--- src/design/seguu_pkg.sv ---
// Package for the sensor exposure and gain update unit: widths, constants,
// register indexes, write slot codes and the controller/datapath structs.
// Depends on nothing.
`timescale 1ns / 1ps
`default_nettype none

package seguu_pkg;

	localparam int GAIN_W     = 16;
	localparam int LINE_W     = 16;
	localparam int ADDR_W     = 16;
	localparam int BYTE_W     = 8;
	localparam int ACTIVE_W   = 13;
	localparam int BLANK_W    = 8;
	localparam int FRAME_W    = 14;
	localparam int CFG_IDX_W  = 4;
	localparam int CFG_DATA_W = 13;
	localparam int DIV_W      = 26;
	localparam int DIV_CNT_W  = 5;
	localparam int SLOT_W     = 3;

	localparam logic [CFG_IDX_W-1:0] REG_ACTIVE_LINES = 4'd0;
	localparam logic [CFG_IDX_W-1:0] REG_BLANK_LINES  = 4'd1;

	localparam logic [ACTIVE_W-1:0] ACTIVE_LINES_RST = 13'd980;
	localparam logic [BLANK_W-1:0]  BLANK_LINES_RST  = 8'd12;

	localparam logic [GAIN_W-1:0]  GAIN_LOW_TEST  = 16'h0030;
	localparam logic [LINE_W-1:0]  LINE_HALF_MIN  = 16'h0040;
	localparam logic [GAIN_W-1:0]  GAIN_HIGH_TEST = 16'h00a0;
	localparam logic [GAIN_W-1:0]  GAIN_CLAMP_LO  = 16'h0020;
	localparam logic [GAIN_W-1:0]  GAIN_CLAMP_HI  = 16'h0200;
	localparam logic [FRAME_W-1:0] FL_OFFSET      = 14'd12;
	localparam logic [DIV_W-1:0]   LL_PCK_BASE    = 26'd2738;
	localparam logic [DIV_W-1:0]   RATIO_ONE      = 26'h400;
	localparam logic [DIV_CNT_W-1:0] DIV_LAST     = 5'(DIV_W - 1);

	localparam logic [ADDR_W-1:0] ADDR_HOLD  = 16'h0104;
	localparam logic [ADDR_W-1:0] ADDR_GAIN  = 16'h0204;
	localparam logic [ADDR_W-1:0] ADDR_LLPCK = 16'h0342;
	localparam logic [ADDR_W-1:0] ADDR_LINE  = 16'h0202;

	localparam logic [SLOT_W-1:0] SLOT_HOLD_ON  = 3'd0;
	localparam logic [SLOT_W-1:0] SLOT_GAIN_HI  = 3'd1;
	localparam logic [SLOT_W-1:0] SLOT_GAIN_LO  = 3'd2;
	localparam logic [SLOT_W-1:0] SLOT_LLPCK_HI = 3'd3;
	localparam logic [SLOT_W-1:0] SLOT_LLPCK_LO = 3'd4;
	localparam logic [SLOT_W-1:0] SLOT_LINE_HI  = 3'd5;
	localparam logic [SLOT_W-1:0] SLOT_LINE_LO  = 3'd6;
	localparam logic [SLOT_W-1:0] SLOT_HOLD_OFF = 3'd7;

	typedef struct packed {
		logic              load_item;
		logic              div1_load;
		logic              div_step;
		logic              ratio_take;
		logic              line_take;
		logic              llpck_take;
		logic              commit;
		logic [SLOT_W-1:0] slot;
	} seguu_cmd_t;

	typedef struct packed {
		logic long_exp;
		logic changed;
	} seguu_status_t;

endpackage

`default_nettype wire

--- src/design/seguu_if.sv ---
// Channel interfaces of the sensor exposure and gain update unit:
// gain request items, register write items and configuration writes.
// Depends on seguu_pkg.
`timescale 1ns / 1ps
`default_nettype none

interface seguu_req_if;
	logic                        valid;
	logic                        ready;
	logic [seguu_pkg::GAIN_W-1:0] requested_gain;

	modport source (output valid, output requested_gain, input ready);
	modport sink (input valid, input requested_gain, output ready);
endinterface

interface seguu_wr_if;
	logic                        valid;
	logic                        ready;
	logic [seguu_pkg::ADDR_W-1:0] reg_address;
	logic [seguu_pkg::BYTE_W-1:0] reg_value;
	logic                        last_write;

	modport source (output valid, output reg_address, output reg_value,
		output last_write, input ready);
	modport sink (input valid, input reg_address, input reg_value,
		input last_write, output ready);
endinterface

interface seguu_cfg_if;
	logic                            valid;
	logic                            ready;
	logic [seguu_pkg::CFG_IDX_W-1:0]  index;
	logic [seguu_pkg::CFG_DATA_W-1:0] data;

	modport source (output valid, output index, output data, input ready);
	modport sink (input valid, input index, input data, output ready);
endinterface

`default_nettype wire

--- src/design/seguu_datapath.sv ---
// Datapath of the sensor exposure and gain update unit: configuration and
// state registers, line and gain rules, shared serial divider, line length
// multiply and the write payload mux. Depends on seguu_pkg and seguu_if.
`timescale 1ns / 1ps
`default_nettype none

module seguu_datapath (
	input  wire logic                          clk,
	input  wire logic                          arst_n,
	seguu_cfg_if.sink                          cfg,
	input  wire logic [seguu_pkg::GAIN_W-1:0]   requested_gain,
	input  wire seguu_pkg::seguu_cmd_t          cmd,
	output seguu_pkg::seguu_status_t            status,
	output logic [seguu_pkg::ADDR_W-1:0]        reg_address,
	output logic [seguu_pkg::BYTE_W-1:0]        reg_value,
	output logic                                last_write
);
	import seguu_pkg::*;

	logic [ACTIVE_W-1:0] active_q;
	logic [BLANK_W-1:0]  blank_q;
	logic [LINE_W-1:0]   stored_line_q;
	logic [GAIN_W-1:0]   stored_gain_q;

	logic [GAIN_W-1:0]   gain_q;
	logic [LINE_W-1:0]   line_q;
	logic                long_q;
	logic [DIV_W-1:0]    ratio_q;
	logic [LINE_W-1:0]   llpck_q;

	logic [DIV_W-1:0]    rem_q;
	logic [DIV_W-1:0]    quo_q;
	logic [DIV_W-1:0]    dvs_q;

	logic [LINE_W-1:0]   active_ext;
	logic [LINE_W:0]     line_dbl;
	logic [LINE_W-1:0]   line_new;
	logic [GAIN_W-1:0]   gain_clamp;
	logic [FRAME_W-1:0]  frame_len;
	logic [FRAME_W-1:0]  frame_div;
	logic                long_new;
	logic [DIV_W:0]      div_shift;
	logic [DIV_W+1:0]    div_diff;
	logic                div_ge;
	logic [DIV_W-1:0]    ratio_fix;
	logic [DIV_W-1:0]    dividend;
	logic [DIV_W-1:0]    llpck_prod;
	logic                cfg_we;

	assign cfg.ready = 1'b1;
	assign cfg_we    = cfg.valid & cfg.ready;

	assign active_ext = {{(LINE_W-ACTIVE_W){1'b0}}, active_q};
	assign line_dbl   = {stored_line_q, 1'b0};
	assign frame_len  = {1'b0, active_q} + {{(FRAME_W-BLANK_W){1'b0}}, blank_q};
	assign frame_div  = frame_len - FL_OFFSET;
	assign dividend   = {line_q, 10'b0};

	// The halving and doubling tests look at the gain before it is clamped.
	always_comb begin
		if ((requested_gain < GAIN_LOW_TEST) && (stored_line_q > LINE_HALF_MIN)) begin
			line_new = stored_line_q >> 1;
		end else if ((requested_gain > GAIN_HIGH_TEST) && (stored_line_q < active_ext)) begin
			line_new = (line_dbl > {1'b0, active_ext}) ? active_ext : line_dbl[LINE_W-1:0];
		end else begin
			line_new = stored_line_q;
		end
		if (requested_gain > GAIN_CLAMP_HI) begin
			gain_clamp = GAIN_CLAMP_HI;
		end else if (requested_gain < GAIN_CLAMP_LO) begin
			gain_clamp = GAIN_CLAMP_LO;
		end else begin
			gain_clamp = requested_gain;
		end
		long_new = (frame_len > FL_OFFSET) &&
			(line_new > {{(LINE_W-FRAME_W){1'b0}}, frame_len});
	end

	// One restoring division step per cycle; quo_q shifts the dividend out
	// and the quotient in.
	assign div_shift = {rem_q, quo_q[DIV_W-1]};
	assign div_diff  = {1'b0, div_shift} - {2'b00, dvs_q};
	assign div_ge    = ~div_diff[DIV_W+1];
	assign ratio_fix = (quo_q == '0) ? RATIO_ONE : quo_q;

	assign llpck_prod = ratio_q * LL_PCK_BASE;

	assign status.long_exp = long_q;
	assign status.changed  = (line_q != stored_line_q) || (gain_q != stored_gain_q);

	always_ff @(posedge clk or negedge arst_n) begin
		if (!arst_n) begin
			active_q      <= ACTIVE_LINES_RST;
			blank_q       <= BLANK_LINES_RST;
			stored_line_q <= {{(LINE_W-ACTIVE_W){1'b0}}, ACTIVE_LINES_RST};
			stored_gain_q <= '0;
		end else begin
			if (cfg_we && (cfg.index == REG_ACTIVE_LINES)) begin
				active_q      <= cfg.data[ACTIVE_W-1:0];
				stored_line_q <= {{(LINE_W-ACTIVE_W){1'b0}}, cfg.data[ACTIVE_W-1:0]};
			end else if (cmd.commit) begin
				stored_line_q <= line_q;
				stored_gain_q <= gain_q;
			end
			if (cfg_we && (cfg.index == REG_BLANK_LINES)) begin
				blank_q <= cfg.data[BLANK_W-1:0];
			end
		end
	end

	always_ff @(posedge clk) begin
		if (cmd.load_item) begin
			gain_q  <= gain_clamp;
			line_q  <= line_new;
			long_q  <= long_new;
			ratio_q <= RATIO_ONE;
		end
		if (cmd.div1_load) begin
			rem_q <= '0;
			quo_q <= dividend;
			dvs_q <= {{(DIV_W-FRAME_W){1'b0}}, frame_div};
		end else if (cmd.ratio_take) begin
			ratio_q <= ratio_fix;
			rem_q   <= '0;
			quo_q   <= dividend;
			dvs_q   <= ratio_fix;
		end else if (cmd.div_step) begin
			rem_q <= div_ge ? div_diff[DIV_W-1:0] : div_shift[DIV_W-1:0];
			quo_q <= {quo_q[DIV_W-2:0], div_ge};
		end
		if (cmd.line_take) begin
			line_q <= quo_q[LINE_W-1:0];
		end
		if (cmd.llpck_take) begin
			llpck_q <= llpck_prod[DIV_W-1:10];
		end
	end

	always_comb begin
		last_write = (cmd.slot == SLOT_HOLD_OFF);
		case (cmd.slot)
			SLOT_HOLD_ON: begin
				reg_address = ADDR_HOLD;
				reg_value   = 8'd1;
			end
			SLOT_GAIN_HI: begin
				reg_address = ADDR_GAIN;
				reg_value   = gain_q[15:8];
			end
			SLOT_GAIN_LO: begin
				reg_address = ADDR_GAIN + 16'd1;
				reg_value   = gain_q[7:0];
			end
			SLOT_LLPCK_HI: begin
				reg_address = ADDR_LLPCK;
				reg_value   = llpck_q[15:8];
			end
			SLOT_LLPCK_LO: begin
				reg_address = ADDR_LLPCK + 16'd1;
				reg_value   = llpck_q[7:0];
			end
			SLOT_LINE_HI: begin
				reg_address = ADDR_LINE;
				reg_value   = line_q[15:8];
			end
			SLOT_LINE_LO: begin
				reg_address = ADDR_LINE + 16'd1;
				reg_value   = line_q[7:0];
			end
			default: begin
				reg_address = ADDR_HOLD;
				reg_value   = 8'd0;
			end
		endcase
	end

endmodule

`default_nettype wire

--- src/design/seguu_ctrl.sv ---
// Controller of the sensor exposure and gain update unit: sequences item
// load, the two serial divisions, the line length step and the eight writes.
// Depends on seguu_pkg.
`timescale 1ns / 1ps
`default_nettype none

module seguu_ctrl (
	input  wire logic                     clk,
	input  wire logic                     arst_n,
	input  wire logic                     in_valid,
	output logic                          in_ready,
	output logic                          out_valid,
	input  wire logic                     out_ready,
	input  wire seguu_pkg::seguu_status_t status,
	output seguu_pkg::seguu_cmd_t         cmd
);
	import seguu_pkg::*;

	localparam logic [3:0] ST_IDLE = 4'd0;
	localparam logic [3:0] ST_EVAL = 4'd1;
	localparam logic [3:0] ST_DIV1 = 4'd2;
	localparam logic [3:0] ST_RAT  = 4'd3;
	localparam logic [3:0] ST_DIV2 = 4'd4;
	localparam logic [3:0] ST_FIN  = 4'd5;
	localparam logic [3:0] ST_LLP  = 4'd6;
	localparam logic [3:0] ST_CHK  = 4'd7;
	localparam logic [3:0] ST_EMIT = 4'd8;

	logic [3:0]           state_q;
	logic [3:0]           state_d;
	logic [DIV_CNT_W-1:0] cnt_q;
	logic [SLOT_W-1:0]    slot_q;
	logic                 in_fire;
	logic                 out_fire;

	assign in_ready  = (state_q == ST_IDLE);
	assign out_valid = (state_q == ST_EMIT);
	assign in_fire   = in_valid & in_ready;
	assign out_fire  = out_valid & out_ready;

	always_comb begin
		cmd            = '0;
		cmd.slot       = slot_q;
		cmd.load_item  = in_fire;
		cmd.div1_load  = (state_q == ST_EVAL) && status.long_exp;
		cmd.div_step   = (state_q == ST_DIV1) || (state_q == ST_DIV2);
		cmd.ratio_take = (state_q == ST_RAT);
		cmd.line_take  = (state_q == ST_FIN);
		cmd.llpck_take = (state_q == ST_LLP);
		cmd.commit     = (state_q == ST_CHK) && status.changed;

		state_d = state_q;
		case (state_q)
			ST_IDLE: begin
				if (in_fire) state_d = ST_EVAL;
			end
			ST_EVAL: begin
				state_d = status.long_exp ? ST_DIV1 : ST_LLP;
			end
			ST_DIV1: begin
				if (cnt_q == DIV_LAST) state_d = ST_RAT;
			end
			ST_RAT: begin
				state_d = ST_DIV2;
			end
			ST_DIV2: begin
				if (cnt_q == DIV_LAST) state_d = ST_FIN;
			end
			ST_FIN: begin
				state_d = ST_LLP;
			end
			ST_LLP: begin
				state_d = ST_CHK;
			end
			ST_CHK: begin
				state_d = status.changed ? ST_EMIT : ST_IDLE;
			end
			ST_EMIT: begin
				if (out_fire && (slot_q == SLOT_HOLD_OFF)) state_d = ST_IDLE;
			end
			default: begin
				state_d = ST_IDLE;
			end
		endcase
	end

	always_ff @(posedge clk or negedge arst_n) begin
		if (!arst_n) begin
			state_q <= ST_IDLE;
			cnt_q   <= '0;
			slot_q  <= SLOT_HOLD_ON;
		end else begin
			state_q <= state_d;
			if (cmd.div_step && (cnt_q != DIV_LAST)) begin
				cnt_q <= cnt_q + 1'b1;
			end else begin
				cnt_q <= '0;
			end
			if (state_q == ST_CHK) begin
				slot_q <= SLOT_HOLD_ON;
			end else if (out_fire) begin
				slot_q <= slot_q + 1'b1;
			end
		end
	end

endmodule

`default_nettype wire

--- src/design/sensor_exposure_gain_update_unit.sv ---
// Top level of the sensor exposure and gain update unit: joins the
// controller and the datapath to the request, write and configuration
// channels. Depends on seguu_pkg, seguu_if, seguu_ctrl and seguu_datapath.
//
// Each requested gain item derives a new exposure line count from the stored
// one and the unclamped gain, clamps the gain, then emits eight sensor byte
// writes (group hold on, gain, line length, exposure, group hold off), or
// nothing when neither line nor gain changed. One item is in work at a time;
// a new item is taken only once the last one and its writes are done. When
// the exposure runs past the frame length, a shared restoring divider runs
// twice at one quotient bit per cycle. Configuration writes are always
// taken; writing active_lines also reloads the stored line.
`timescale 1ns / 1ps
`default_nettype none

module sensor_exposure_gain_update_unit (
	input  wire logic clk,
	input  wire logic arst_n,
	seguu_req_if.sink req,
	seguu_wr_if.source upd,
	seguu_cfg_if.sink cfg
);
	import seguu_pkg::*;

	seguu_cmd_t    cmd;
	seguu_status_t status;

	seguu_ctrl u_ctrl (
		.clk       (clk),
		.arst_n    (arst_n),
		.in_valid  (req.valid),
		.in_ready  (req.ready),
		.out_valid (upd.valid),
		.out_ready (upd.ready),
		.status    (status),
		.cmd       (cmd)
	);

	seguu_datapath u_datapath (
		.clk            (clk),
		.arst_n         (arst_n),
		.cfg            (cfg),
		.requested_gain (req.requested_gain),
		.cmd            (cmd),
		.status         (status),
		.reg_address    (upd.reg_address),
		.reg_value      (upd.reg_value),
		.last_write     (upd.last_write)
	);

endmodule

`default_nettype wire
--- src/flat_wrapper.sv ---
// flat-port wrapper written by rule: the top's interface ports become plain ports
module sensor_exposure_gain_update_unit_flat import seguu_pkg::*;
  (clk, arst_n, req_valid, req_requested_gain, req_ready, upd_valid, upd_reg_address, upd_reg_value, upd_last_write, upd_ready, cfg_valid, cfg_index, cfg_data, cfg_ready);
  seguu_req_if req_i ();
  seguu_wr_if upd_i ();
  seguu_cfg_if cfg_i ();
  input  wire logic clk;
  input  wire logic arst_n;
  input wire logic [$bits(req_i.valid)-1:0] req_valid;
  input wire logic [$bits(req_i.requested_gain)-1:0] req_requested_gain;
  output wire logic [$bits(req_i.ready)-1:0] req_ready;
  output wire logic [$bits(upd_i.valid)-1:0] upd_valid;
  output wire logic [$bits(upd_i.reg_address)-1:0] upd_reg_address;
  output wire logic [$bits(upd_i.reg_value)-1:0] upd_reg_value;
  output wire logic [$bits(upd_i.last_write)-1:0] upd_last_write;
  input wire logic [$bits(upd_i.ready)-1:0] upd_ready;
  input wire logic [$bits(cfg_i.valid)-1:0] cfg_valid;
  input wire logic [$bits(cfg_i.index)-1:0] cfg_index;
  input wire logic [$bits(cfg_i.data)-1:0] cfg_data;
  output wire logic [$bits(cfg_i.ready)-1:0] cfg_ready;
  assign req_i.valid = req_valid;
  assign req_i.requested_gain = req_requested_gain;
  assign req_ready = req_i.ready;
  assign upd_valid = upd_i.valid;
  assign upd_reg_address = upd_i.reg_address;
  assign upd_reg_value = upd_i.reg_value;
  assign upd_last_write = upd_i.last_write;
  assign upd_i.ready = upd_ready;
  assign cfg_i.valid = cfg_valid;
  assign cfg_i.index = cfg_index;
  assign cfg_i.data = cfg_data;
  assign cfg_ready = cfg_i.ready;
  sensor_exposure_gain_update_unit u_core (.clk(clk), .arst_n(arst_n), .req(req_i), .upd(upd_i), .cfg(cfg_i));
endmodule
--- config.mk ---
export PLATFORM = sky130hd
export DESIGN_NAME = sensor_exposure_gain_update_unit_flat
export DESIGN_NICKNAME = d
export VERILOG_FILES = /design/src/design/seguu_pkg.sv /design/src/design/seguu_if.sv /design/src/design/seguu_datapath.sv /design/src/design/seguu_ctrl.sv /design/src/design/sensor_exposure_gain_update_unit.sv /design/src/flat_wrapper.sv
export SDC_FILE = /design/constraint.sdc
export NUM_CORES = 1
export LEC_CHECK = 0
export ABC_AREA = 1
export BUFFER_PORTS_ARGS = -buffer_cell sky130_fd_sc_hd__buf_2
export CAP_MARGIN = 40
export CORE_UTILIZATION = 58
export DETAILED_ROUTE_END_ITERATION = 12
export PLACE_DENSITY = 0.78
export SYNTH_ARGS = -nofsm -noshare
export SYNTH_HDL_FRONTEND = slang
export SYNTH_SLANG_ARGS = --single-unit
--- constraint.sdc ---
create_clock -name clk -period 4.2 [get_ports clk]
set_input_delay 0.21 -clock clk [delete_from_list [all_inputs] [get_ports clk]]
set_output_delay 0.21 -clock clk [all_outputs]
set_load 0.02 [all_outputs]
==> results of run 1 <==
what timing repair did:
action / CTS / global route
endpoints found under the setup margin: 13 / 14
hold buffers: 13 / 0
pin swaps: 34 / 76
hold endpoints to repair: 30 / 0
buffers inserted: 2 / 10
resized for setup: 51 / 80
layout make-up:
class	count	area [sq um]	area share, %
repair buffers	156	1110	5.54
well taps	384	480	2.40
flip-flops and latches	217	5520	27.6
clock buffers	41	747	3.74
inverters	350	1320	6.58
clock inverters	4	73.8	0.369
multi-input cells	1572	10700	53.8
worst max-delay path, stage by stage (launching register included):
cell and delay, ns:
dfxtp_4 0.37, ha_1 0.30, fa_1 0.54, inv_1 0.09, fa_1 0.54, fa_1 0.45, fa_1 0.51, inv_1 0.08
ha_4 0.26, a21oi_2 0.17, o21ai_2 0.09, a211oi_2 0.24, nand3_2 0.14, nand2_2 0.09, nand2_2 0.05, xnor2_1 0.11
worst paths after layout:
kind                                                      endpoint  slack [ns]  cells after the start
worst min-delay path                   u_core.u_datapath.gain_q[5]        0.03                      3
max in group asynchronous       u_core.u_datapath.stored_gain_q[1]        3.00                      3
worst max register to register       u_core.u_datapath.llpck_q[15]       -0.09                     15
worst min register to register        u_core.u_datapath.blank_q[6]        0.49                      2
min in group asynchronous             u_core.u_datapath.blank_q[6]        0.20                      2
worst max-delay path                 u_core.u_datapath.llpck_q[15]       -0.09                     15
flip-flops by register name, summed over array words and instances (netlist names), 4 cells and up:
register and cells:
u_core.u_ctrl.cnt_q 5, u_core.u_ctrl.state_q 4, u_core.u_datapath.active_q 13, u_core.u_datapath.blank_q 8, u_core.u_datapath.dvs_q 26, u_core.u_datapath.gain_q 16, u_core.u_datapath.line_q 16, u_core.u_datapath.llpck_q 16
u_core.u_datapath.quo_q 26, u_core.u_datapath.ratio_q 25, u_core.u_datapath.rem_q 26, u_core.u_datapath.stored_gain_q 16, u_core.u_datapath.stored_line_q 16
routing by layer:
layer  vias up  part of all wire, %  global-route usage (%)
met1      7371                   41                    43.3
met3       152                  7.5                    3.96
met5         -                    0                       0
li1       7355                    -                       -
met2       683                   47                    52.2
met4         0                  4.1                    10.7
cell families after synthesis:
| kind of cell | share of synthesized area (%) |
|---|---|
| and+or+nand+nor | 23.1 |
| adders and majority gates | 20.5 |
| buffers and inverters | 9.75 |
| AOI/OAI and AO/OA | 10.8 |
| muxes | 0.262 |
| other | 0.0437 |
| xor gates and xnor gates | 3.73 |
| DFF | 31.9 |
through the flow:
step | cells | TNS (ns) | hold WS, ns
after detailed placement | 2655 | -1.58 | 0.213
after floorplan | 2197 | 0 | -0.0856
final | 2724 | -0.375 | 0.0257
after global placement | 2653 | -0.643 | 0.204
after global routing | 2724 | -1.21 | 0.0395
after CTS | 2715 | -0.00318 | 0.00486
Yosys cell counts, drive strengths merged, types with 2 or more instances:
cell	instances	area share, %
a211oi	12	0.79
a21o	6	0.26
a21oi	97	2.9
a221oi	7	0.36
a22o	2	0.10
a31oi	3	0.11
a32o	2	0.12
and2	2	0.073
buf	39	1.7
clkbuf	19	0.42
conb	2	0.044
dfrtp	51	7.4
dfstp	14	2.1
dfxtp	73	8.5
edfxtp	79	14
fa	64	7.5
ha	179	13
inv	349	7.6
mux2	4	0.26
nand2	552	12
nand3	119	3.6
nand3b	6	0.26
nand4	31	1.2
nor2	175	4.0
nor3	25	0.87
nor4	10	0.49
o2111ai	3	0.15
o211ai	16	0.70
o21a	4	0.17
o21ai	121	3.5
o21bai	9	0.39
o22ai	22	0.80
o31ai	2	0.17
or2	6	0.23
xnor2	50	2.5
xor2	21	1.2
placed cells by master, fill, tap and decap left out, types with 13 or more instances in the layout:
master         count
o21ai_0          105
o21ai_1           13
a21oi_1           80
ha_4              29
nand4_1           30
inv_2             21
nand2_2           20
nor2_1           161
xnor2_1           48
dfxtp_1           60
clkbuf_16         26
fa_1              60
dlygate4sd3_1     13
dfstp_2           14
conb_1            17
nand2_1          527
ha_1             149
o22ai_1           22
buf_2             54
edfxtp_1          79
buf_4             82
xor2_1            20
dfrtp_1           51
nand3_1          111
o211ai_1          16
inv_1            327
nor3_1            16
==> flow_metrics.tcl, run 1 <==
set metrics [dict create \
    die_area_sq_mm 0.0303 \
    status "finished with violations" \
    netlist_area_sq_mm 0.0172 \
    grt_pass1_vias 15100 \
    drtAntennaViolNets 0 \
    r2r-start "u_core.u_datapath.ratio_q[7]" \
    min_period_ns 4.29 \
    rsz0062_at_grt "true" \
    root_buffer "clkbuf_16" \
    clock_sinks 217 \
    yosysWarningCount 0 \
    synth_cells 2182 \
    cp-start-kind "flop" \
    period_share_pct 102 \
    drt-initial-drc-count 1765 \
    drv_cap 0 \
    fill_cells 2264 \
    syn2layout_area_growth_pct 16.4 \
    start_util_pct 59.4 \
    rows 62 \
    crit_path_max_fanout 3 \
    cts_buffer_depth 3 \
    final_util_pct 69.1 \
    drv_slew 0 \
    die_h_um 174 \
    cts_max_level 1 \
    synthArstFlopShare_pct 30.0 \
    viasPerCell 5.71 \
    grt_max_degree 47 \
    antenna_found_initial 0 \
    syn_area_per_cell_sq_um 7.87 \
    wire_per_inst_um 18.3 \
    ys_seq_elements 217 \
    worst_clock_skew_ns 0.0189 \
    worst-setup-path-type "flop to flop" \
    io_buffers 54 \
    coreArea_sq_mm 0.0289 \
    grt_util_all_layers_pct 31.7 \
    dpl_cell_area_sq_mm 0.0183 \
    end_kind "flop" \
    synth.distinct_cells 65 \
    cts_tree "yes" \
    drc 0 \
    cp.arrival_ns 4.56 \
    first_pass_iters 6 \
    cts_buffers 25 \
    finalHoldViolCount 0 \
    fp.dieW_um 174 \
    synth-edff-count 79 \
    cp.required_ns 4.48 \
    worstSkewPairLatency_ns 0.53 \
    setup_slack_ns -0.0877 \
    post-place-ws_ns -0.249 \
    hold_path_class "input pin to flop" \
    clk_pin_slew_worst_paths_ns 0.07 \
    vias 15600 \
    finalInstanceArea_sq_mm 0.0200 \
    setup.worst_path.start "u_core.u_datapath.ratio_q[7]" \
    diodes 0 \
    nNetsFinal 2603 \
    grt_pass1_wl_um 77100 \
    relSlewSlack_pct 47.4 \
    ys.flop_type "edfxtp_1" \
    finalSetupViolCount 8 \
    grt_overflow 0 \
    yosysSeqAreaShare_pct 31.9 \
    drive_gt1_share_pct 15.7 \
    gp_congestion 0.971 \
    tightest_slew_ns 0.787 \
    min_from "req_requested_gain[5]" \
    violations "negative setup slack" \
    clock.fmax_mhz 233 \
    dpl.hpwl_um 36500 \
    io_pins 66 \
    wl_um 49900 \
]
Power of run 1 is left out: the tool's default activity adds up to more than one toggle a clock period on the data nets, which glitch-free logic cannot reach.
==> run 2, diff against run 1 <==
--- a/config.mk
+++ b/config.mk
@@ -10,7 +10,7 @@
 export CAP_MARGIN = 40
 export CORE_UTILIZATION = 58
 export DETAILED_ROUTE_END_ITERATION = 12
-export PLACE_DENSITY = 0.78
+export PLACE_DENSITY_LB_ADDON = 0.12
 export SYNTH_ARGS = -nofsm -noshare
 export SYNTH_HDL_FRONTEND = slang
 export SYNTH_SLANG_ARGS = --single-unit
==> flow_metrics.tcl, run 2 (same netlist as run 1, synthesis figures left out) <==
set metrics [dict create \
    timing.rr.end "u_core.u_datapath.llpck_q[14]" \
    cts_buffers 26 \
    worst_clock_skew_ns 0.0218 \
    nNetsFinal 2606 \
    grt_max_degree 48 \
    relSlewSlack_pct 49.9 \
    io_buffers 54 \
    start_util_pct 59.4 \
    rows 62 \
    whs_endpoint "u_core.u_datapath.gain_q[1]" \
    cp.arrival_ns 4.47 \
    drtAntennaViolNets 0 \
    cts_buffer_depth 3 \
    antenna_found_initial 0 \
    wl_um 47800 \
    setup_tns_ns 0 \
    tightest_slew_ns 0.749 \
    whs_ns 0.0126 \
    worst-setup-path-type "flop to flop" \
    diodes 0 \
    period_share_pct 99.7 \
    root_buffer "clkbuf_16" \
    die_area_sq_mm 0.0303 \
    finalHoldViolCount 0 \
    reg.largest.list "u_core.u_datapath.dvs_q x26, u_core.u_datapath.quo_q x26, u_core.u_datapath.rem_q x26" \
    worstSkewPairLatency_ns 0.55 \
    fp.dieW_um 174 \
    drv_slew 0 \
    cts_max_level 1 \
    viasPerCell 5.58 \
    end_kind "flop" \
    min_from "req_requested_gain[1]" \
    crit_path_max_fanout 4 \
    wire_per_inst_um 17.5 \
    cp-start-kind "flop" \
    drv_cap 0 \
    grt_pass1_wl_um 76300 \
    die_h_um 174 \
    finalSetupViolCount 0 \
    hold_path_class "input pin to flop" \
    drc 0 \
    r2r_setup_slack_ns 0.01 \
    coreArea_sq_mm 0.0289 \
    rsz0062_at_grt "true" \
    vias 15200 \
    min_period_ns 4.19 \
    final_cell_mix "530 x nand2_1, 329 x inv_1, 162 x nor2_1" \
    final_common_cell "nand2_1" \
    cp.required_ns 4.48 \
    status "completed" \
    first_pass_iters 8 \
    clk_pin_slew_worst_paths_ns 0.07 \
    drt-initial-drc-count 1393 \
    drive_gt1_share_pct 15.5 \
    grt_overflow 0 \
    io_pins 66 \
    setup.worst_path.start "u_core.u_datapath.ratio_q[1]" \
    cts_tree "yes" \
    clock.fmax_mhz 239 \
    grt_pass1_vias 14800 \
    r2r_cells 15 \
    holdPathStages 3 \
    syn2layout_area_growth_pct 16.6 \
    gp_congestion 0.949 \
    r2r-start "u_core.u_datapath.ratio_q[1]" \
    fill_cells 2382 \
    grt_util_all_layers_pct 31.5 \
    clock_sinks 217 \
    dpl.hpwl_um 36000 \
]
-- run 2: changes by cell type in the layout (fill, tap and decap cells not counted), sizes merged --
cell | previous run | this run
inv | 350 | 354
bufinv | 2 | 1
clkinv | 2 | 10
clkinvlp | 0 | 1
buf | 143 | 139
clkbuf | 41 | 32
dlygate4sd3 | 13 | 19
-- run 2: worst max path at each step --
stage / slack, ns / end / cells after the start
finish: 0.01 / u_core.u_datapath.llpck_q[14] / 15
global route: -0.12 / u_core.u_datapath.llpck_q[15] / 16
CTS: -0.01 / u_core.u_datapath.llpck_q[12] / 18
detailed placement: -0.19 / u_core.u_datapath.llpck_q[15] / 16
global placement: -0.15 / u_core.u_datapath.llpck_q[12] / 16
floorplan: 0.0009 / u_core.u_datapath.llpck_q[11] / 14
-- run 2: final cells by class --
cell class	count	area (sq um)	share of cell area (%)
tap	384	480	2.40
clock inverter	16	139	0.693
timing repair buffer	158	1140	5.68
multi-input combinational	1572	10700	53.4
clock buffer	32	756	3.77
inverter	350	1320	6.57
sequential	217	5510	27.5
-- run 2: worst max-delay path: stages (launching register included) --
cell and delay (ns):
dfxtp_1 0.34, ha_4 0.28, inv_1 0.05, fa_1 0.47
fa_1 0.53, fa_1 0.52, inv_1 0.06, fa_1 0.50
ha_4 0.33, buf_4 0.14, nand2_2 0.09, buf_4 0.15
o31ai_4 0.24, nand2_1 0.08, nand3_1 0.10, xor2_1 0.06
-- run 2: metrics by stage --
| step | utilization, % | setup slack (ns) | std cells | cell area, sq um |
|---|---|---|---|---|
| 2_1_floorplan | - | 0.000907 | 2197 | 17300 |
| 3_3_place_gp | 63.1 | -0.153 | 2655 | 18300 |
| 3_5_place_dp | 63.2 | -0.194 | 2656 | 18300 |
| 4_1_cts | 67.8 | -0.00982 | 2725 | 19600 |
| 5_1_grt | 69.2 | -0.119 | 2729 | 20000 |
| 6_report | 69.2 | 0.0117 | 2729 | 20000 |
-- run 2: what timing repair did --
action | in CTS | in global routing
pin swaps | 25 | 78
hold endpoints to repair | 46 | 0
gates resized for setup | 43 | 71
hold buffers | 19 | 0
setup endpoints to repair | 13 | 13
setup buffers | 2 | 4
-- run 2: layer usage --
metal	GRT usage, %	vias up	part of all wire [%]
met2	52.1	476	47
li1	-	7368	-
met3	3.19	103	5.8
met4	8.95	0	2.9
met5	0	-	0
met1	43.9	7289	44
Power of run 2 is left out for the same reason.
